File: config.mk
export PLATFORM = sky130hd
export DESIGN_NAME = ijh_ctrl
export DESIGN_NICKNAME = d
export VERILOG_FILES = /design/src/design/ijh_pkg.sv /design/src/design/ijh_ctrl.sv
export SDC_FILE = /design/constraint.sdc
export NUM_CORES = 1
export LEC_CHECK = 0
export BUFFER_PORTS_ARGS = -buffer_cell sky130_fd_sc_hd__buf_2
export CAP_MARGIN = 5
export CORE_MARGIN = 5
export CORE_UTILIZATION = 29
export CTS_CLUSTER_DIAMETER = 100
export DETAILED_ROUTE_END_ITERATION = 8
export PLACE_DENSITY = 0.55
export SLEW_MARGIN = 0
export SYNTH_ARGS = -nofsm -noshare
export SYNTH_HDL_FRONTEND = slang
export SYNTH_SLANG_ARGS = --single-unit
export TNS_END_PERCENT = 100
File: constraint.sdc
create_clock -name i_clk -period 2.26 [get_ports i_clk]
set_clock_uncertainty 0.2 [all_clocks]
set_input_delay 0.452 -clock i_clk [delete_from_list [all_inputs] [get_ports i_clk]]
set_output_delay 0.452 -clock i_clk [all_outputs]
set_load 0.01 [all_outputs]
File: src/design/ijh_pkg.sv
// Shared types and constants for the interval jitter histogram.
package ijh_pkg;

    localparam int NUM_BINS_DEF = 2048;
    localparam int FIELD_W      = 32;
    localparam int IDX_W        = 11;
    localparam int MEAN_W       = 11;
    localparam int WIDE_W       = 64;

    typedef enum logic [1:0] {
        REQ_EVENT   = 2'd0,
        REQ_BIN     = 2'd1,
        REQ_SUMMARY = 2'd2,
        REQ_UNUSED  = 2'd3
    } t_req;

    typedef enum logic [4:0] {
        OP_NONE,
        OP_LOAD,
        OP_CLR,
        OP_EV_RD,
        OP_EV_WR,
        OP_BIN_RD,
        OP_BIN_OUT,
        OP_P1_RD,
        OP_P1_MUL,
        OP_P1_ADD,
        OP_OV_RD,
        OP_OV_LATCH,
        OP_DIV1,
        OP_MEAN,
        OP_P2_RD,
        OP_P2_SQ,
        OP_P2_MUL,
        OP_P2_ADD,
        OP_DIV2,
        OP_SUM_OUT
    } t_op;

    typedef enum logic [4:0] {
        ST_CLEAR,
        ST_IDLE,
        ST_EV_RD,
        ST_EV_WR,
        ST_BIN_RD,
        ST_BIN_OUT,
        ST_P1_RD,
        ST_P1_MUL,
        ST_P1_ADD,
        ST_OV_RD,
        ST_OV_LATCH,
        ST_DIV1_GO,
        ST_DIV1_WAIT,
        ST_MEAN,
        ST_P2_RD,
        ST_P2_SQ,
        ST_P2_MUL,
        ST_P2_ADD,
        ST_DIV2_GO,
        ST_DIV2_WAIT,
        ST_SUM_OUT
    } t_state;

    typedef struct packed {
        logic clr_last;
        logic walk_last;
        logic empty;
        logic carry;
        logic div_done;
    } t_status;

endpackage

File: src/design/ijh_ctrl.sv
// Sequencer for clear, event update, bin read and the two summary passes.
module ijh_ctrl (
    input  logic                  i_clk,
    input  logic                  i_rst_n,
    input  logic                  start,
    input  logic [1:0]            i_req_type,
    input  ijh_pkg::t_status      i_status,
    output ijh_pkg::t_op          o_op,
    output logic                  busy
);
    import ijh_pkg::*;

    t_state r_state, n_state;

    always_ff @(posedge i_clk) begin
        if (!i_rst_n) begin
            r_state <= ST_CLEAR;
        end else begin
            r_state <= n_state;
        end
    end

    always_comb begin
        n_state = r_state;
        o_op    = OP_NONE;
        case (r_state)
            ST_CLEAR: begin
                o_op = OP_CLR;
                if (i_status.clr_last) n_state = ST_IDLE;
            end
            ST_IDLE: begin
                if (start) begin
                    o_op = OP_LOAD;
                    case (t_req'(i_req_type))
                        REQ_EVENT:   n_state = ST_EV_RD;
                        REQ_BIN:     n_state = ST_BIN_RD;
                        REQ_SUMMARY: n_state = ST_P1_RD;
                        default:     n_state = ST_IDLE;
                    endcase
                end
            end
            ST_EV_RD:   begin o_op = OP_EV_RD;   n_state = ST_EV_WR;   end
            ST_EV_WR:   begin o_op = OP_EV_WR;   n_state = ST_IDLE;    end
            ST_BIN_RD:  begin o_op = OP_BIN_RD;  n_state = ST_BIN_OUT; end
            ST_BIN_OUT: begin o_op = OP_BIN_OUT; n_state = ST_IDLE;    end
            ST_P1_RD:   begin o_op = OP_P1_RD;   n_state = ST_P1_MUL;  end
            ST_P1_MUL:  begin o_op = OP_P1_MUL;  n_state = ST_P1_ADD;  end
            ST_P1_ADD: begin
                o_op    = OP_P1_ADD;
                n_state = i_status.walk_last ? ST_OV_RD : ST_P1_RD;
            end
            ST_OV_RD:   begin o_op = OP_OV_RD;   n_state = ST_OV_LATCH; end
            ST_OV_LATCH: begin
                o_op    = OP_OV_LATCH;
                n_state = i_status.empty ? ST_SUM_OUT : ST_DIV1_GO;
            end
            ST_DIV1_GO: begin o_op = OP_DIV1; n_state = ST_DIV1_WAIT; end
            ST_DIV1_WAIT: begin
                if (i_status.div_done) n_state = ST_MEAN;
            end
            ST_MEAN:    begin o_op = OP_MEAN;    n_state = ST_P2_RD;  end
            ST_P2_RD:   begin o_op = OP_P2_RD;   n_state = ST_P2_SQ;  end
            ST_P2_SQ:   begin o_op = OP_P2_SQ;   n_state = ST_P2_MUL; end
            ST_P2_MUL:  begin o_op = OP_P2_MUL;  n_state = ST_P2_ADD; end
            ST_P2_ADD: begin
                o_op = OP_P2_ADD;
                // Stop the walk early on a wrapped sum
                if (i_status.carry || i_status.walk_last) begin
                    n_state = ST_DIV2_GO;
                end else begin
                    n_state = ST_P2_RD;
                end
            end
            ST_DIV2_GO: begin o_op = OP_DIV2; n_state = ST_DIV2_WAIT; end
            ST_DIV2_WAIT: begin
                if (i_status.div_done) n_state = ST_SUM_OUT;
            end
            ST_SUM_OUT: begin o_op = OP_SUM_OUT; n_state = ST_IDLE; end
            default: n_state = ST_IDLE;
        endcase
    end

    assign busy = (r_state != ST_IDLE);

endmodule
* After elaboration in Yosys (flattened, before gate mapping)
Cells that the tools add are included.
** Cells by class
- Eq/ne operators :: 27
- Muxes and demuxes :: 11
- Reductions and logical operators :: 4
** Operator list (count)
- $pmux 5 s19 :: 1
- $pmux 5 s18 :: 1
- $eq 5x4->1 const B :: 8
- $mux 5 :: 6
- $eq 5x5->1 const B :: 5
- $eq 5x3->1 const B :: 4
- $eq 5x2->1 const B :: 2
- $pmux 3 s3 :: 1
- $ne 2x2->1 const B :: 4
- $eq 5x1->1 const B :: 1
- $logic_not 5->1 :: 1
- $ne 5x1->1 const B :: 1
- $mux 4 :: 1
- $reduce_and 4->1 :: 1
- $eq 2x1->1 const B :: 1
- $eq 2x2->1 const B :: 1
- $logic_not 2->1 :: 1
- $logic_or 1x1->1 :: 1
- $mux 1 :: 1
** Word-level totals
- Bits in registers :: 5
- Input port bits :: 10
- Output and inout bits :: 6
- Logic and storage cells :: 43

* Longest topological paths before layout
- Depth after elaboration :: 4
- Depth in mapped cells :: 7
- Mapped depth without buffers :: 6

* Worst setup path after synthesis
No wires, ideal clock.
- Path type :: register -> output
- From :: reg r_state[0]
- To :: out o_op[1]
- Arrival time :: 1232 ps
- Required time :: 1608 ps
- Setup slack :: 376 ps
- Cell stages (with the launch flop) :: 7
- Buffers on the path :: 2
- Path through :: dfxtp_1 -> buf_6 -> buf_2 -> or2_1 -> o22ai_1 -> a21oi_1 -> o22ai_1
** Between the ends
- Word-level cells in the longest chain between the ends :: 2
- Elaborated cells between the ends (all ways) :: 20
- Classes of those cells :: eq/ne: 18; mux: 1; reduce/logical: 1
** Ends and longest elaborated chain
- start, declared :: line ijh_ctrl.sv:13 : t_state r_state, n_state;
- start signal, assigned :: line ijh_ctrl.sv:19 : r_state <= n_state;
- $eq 5x5->1, or another cell as far along :: line ijh_ctrl.sv:26 : case (r_state)
- $pmux 5 s19 * :: line ijh_ctrl.sv:26
- end, declared :: line ijh_ctrl.sv:8 : output ijh_pkg::t_op o_op,
Mark *: on every way between the ends. The rest lies on a longest branch, timed or not.

* Final worst setup path
- From :: reg r_state[0]
- To :: out o_op[0]
The elaborated chain is that of the path after synthesis.

==> summary.md <==
| Metric | Value |
|---|---|
| Worst R2R Setup Slack | 0.42 ns |
| Hold WC Path Type | input port to flop |
| Crit Reg-Reg Startpoint | r_state[2] |
| Startpoint types | flop |
| WL/cell | 14.33 µm |
| Port buffer count | 15 |
| Switching Power | 97.48 µW |
| Top post-synthesis cells by area | dfxtp_1 (12%), nor2_1 (5.9%), a21oi_1 (4.9%) |
| Initial antenna violation count | 0 |
| Post-CTS Setup Inserts | 0 |
| Leak | 0.0003653 µW |
| Async set-or-reset flop fraction in the synthesized netlist | 0% |
| H-tree Lvls | 1 |
| Area delta synth->final | 13.24% |
| Least-Margin Pin Slew | 0.5782 ns |
| Tcrit/Tclk final | 94.55% |
| Number of synthesized flops with an enable pin | 0 |
| Largest net degree at the start of global routing | 20 |
| Mapped Nets | 131 |
| Number of antenna diodes | 0 |
| Max Slew Vio Count | 0 |
| Final setup vio count | 0 |
| Syn Std Cell Area | 822.0 µm² |
| Status | finished, final reports clean |
| Antenna viol nets, final | 0 |
| Residual DRC count | 0 |
| Post-synth top area cell | dfxtp_1 |
| CP Buf/Inv Count | 1 |
| F_max | 468.0 MHz |
| Flop pwr share | 34.2% |
| CP arrival | 1.48 ns |
| Syn_area_per_cell | 6.966 µm² |
| Cts hold-fix bufs | 0 |
| Endpoints failing hold | 0 |
| CP Class | flop to output port |
| Overflow after GRT | 0 |
| 1st-iter DRT viols | 37 |
| Num CTS Buffers | 3 |
| Warnings from Yosys | 0 |
| Cells along the critical path | or2_1 > o2bb2ai_1 > a221o_1 > buf_2 |
| Mapped Cells | 118 |
| Gate power share | 32.3% |
| I/O pin cnt | 16 |
| CP required | 1.61 ns |
| First-pass GRT wire length | 3.650 mm |
| Max reg flops | 5 |
| Vias | 935 |
| Max Cap Viol | 0 |
| Drt first pass iters | 4 |
| Via density | 5.772 |
| Finished Layout Cells | 162 |
| Synthesized flop and latch total | 5 |
| Hold EP | r_state[0] |
| Die Y | 63.24 µm |
| Most instantiated cells after synthesis | nor2_1 (13), nand2_1 (10), a21oi_1 (8), buf_2 (8) |
| DIE AREA | 3999 µm² |
| Top Family by Delay on Critical Path | flip-flops |
| Placed Instances | 158 |
| Share of the synthesized area in the top cell type | 12.18% |
| CP max stage delay | 0.49 ns |
| Core Rows | 19 |
| Power Density | 321.5 nW/µm² |
| Dpl hpwl | 1.730 mm |
| Clock-pin slew on the worst setup and hold paths | 0.04 ns |
| GRT Resource Usage Total | 10.88% |
| VDD IR max | 206.6 µV |
| Biggest register | r_state |
| Final #Nets | 145 |
| Hold depth | 3 |
| Sw frac | 32.57% |
| Core Box Area | 2734 µm² |
| Clk_lat worst skew | 0.24 ns |
| CTS root buf | clkbuf_4 |
| Most common cell in the netlist | nor2_1 |
| Initial core utilization | 30.07% |
| Reg2reg end | r_state[2] |
| Worst rel slew slack | 61.10% |
| Critical-path top delay cell | dfxtp_2 |
| Top flop regs | r_state x5 |
| Min Tclk post-route | 2.137 ns |
| Placer Congestion | 0.8903 |
| Internal | 201.8 µW |
| Layout cell share with drive strength beyond 1 | 26.72% |
| CTS tree | done |
| Setup_tns | 0 ns |
| Final Power | 299.3 µW |
| Distinct cells, synth | 45 |
| Sequential share of the synthesized area | 12.18% |
| Cells on worst reg2reg path | 6 |
| Hold path startpoint | i_rst_n |
| Routed WL | 2.322 mm |
| # fillers | 297 |
| Vias in the first global route | 834 |
| Clk sinks | 5 |
| Die W | 63.24 µm |
| CTS Buffer Depth | 2 |
| Setup crit end kind | output port |
| Clock Power Share | 33.6% |
| Main synth FF type | dfxtp_1 |
| Crit Path Max Fanout | 16 |
| RSZ-0062 raised after global routing | no |
through the flow:
stage	cell area, µm²	setup WS (ns)	hold slack (ns)	utilization (%)
after detailed placement	899.6	0.1710	0.5184	32.91
after global placement	899.6	0.2077	0.5186	32.91
final	930.9	0.1232	0.2717	34.05
after CTS	929.6	0.09043	0.2678	34.00
after global routing	930.9	0.02421	0.2772	34.05
after floorplan	822.0	0.3757	0.3665	-
logic make-up after synthesis:
group	Yosys count	share of synthesized area, %
mux	1	1.218
simple gates	53	33.18
compound gates	38	35.62
fa+ha+maj	3	4.567
buf+inv	17	12.18
xor+xnor	1	1.066
flops	5	12.18
worst max path at each step:
stage                          to  startpoint  cells after the start
after global placement    o_op[1]  r_state[0]                      5
after detailed placement  o_op[1]  r_state[0]                      5
after CTS                 o_op[0]  r_state[3]                      4
after floorplan           o_op[1]  r_state[0]                      6
final                     o_op[0]  r_state[0]                      4
after global routing      o_op[1]  r_state[0]                      5
layout make-up:
class / count / area [µm²] / share of cell area [%]
Multi-Input combinational cell: 96 / 621.8 / 66.80
Timing Repair Buffer: 21 / 120.1 / 12.90
Sequential cell: 5 / 105.1 / 11.29
Tap cell: 31 / 38.79 / 4.167
Clock buffer: 4 / 26.28 / 2.823
Inverter: 5 / 18.77 / 2.016
timing repair:
action                     in CTS  in global routing
pin swaps                       0                  0
setup endpoints to repair       3                  1
gates resized for setup         3                  1
power groups by stage:
stage          Clock (µW)  Sequential [µW]  Combinational (µW)
6_report              101              102                96.6
5_1_grt               112              103                 106
4_1_cts               104              102                95.7
3_5_place_dp            0              103                95.0
3_3_place_gp            0              103                94.3
2_1_floorplan           0             93.9                75.6
placed cells by master, fill, tap and decap left out, types with 4 or more instances in the layout:
cell type and count:
nand2_1 10, nor2b_1 4, nand3_1 4, buf_4 6, buf_2 15, inv_1 4, o21a_1 4, nand2b_1 5
dfxtp_2 4, a21oi_1 8, or2_1 4, nor3_1 4, nor2_1 13
per-layer routing:
metal / GRT usage [%] / up-vias / routed length, µm
met3: 1.776 / 2 / 111
met4: 4.416 / 0 / 16
met1: 14.39 / 444 / 1059
li1: - / 455 / -
met2: 17.44 / 34 / 1135
met5: 0 / - / 0
worst register-to-register path, delay by kind of cell, from the launching register on:
kind,cells,cell delay (ns)
AO/OA/AOI/OAI,2,0.43
buffers and inverters,1,0.21
flip-flops,1,0.42
AND/OR/NAND/NOR,3,0.47
Note: power is estimated with default switching activity, not from simulation.
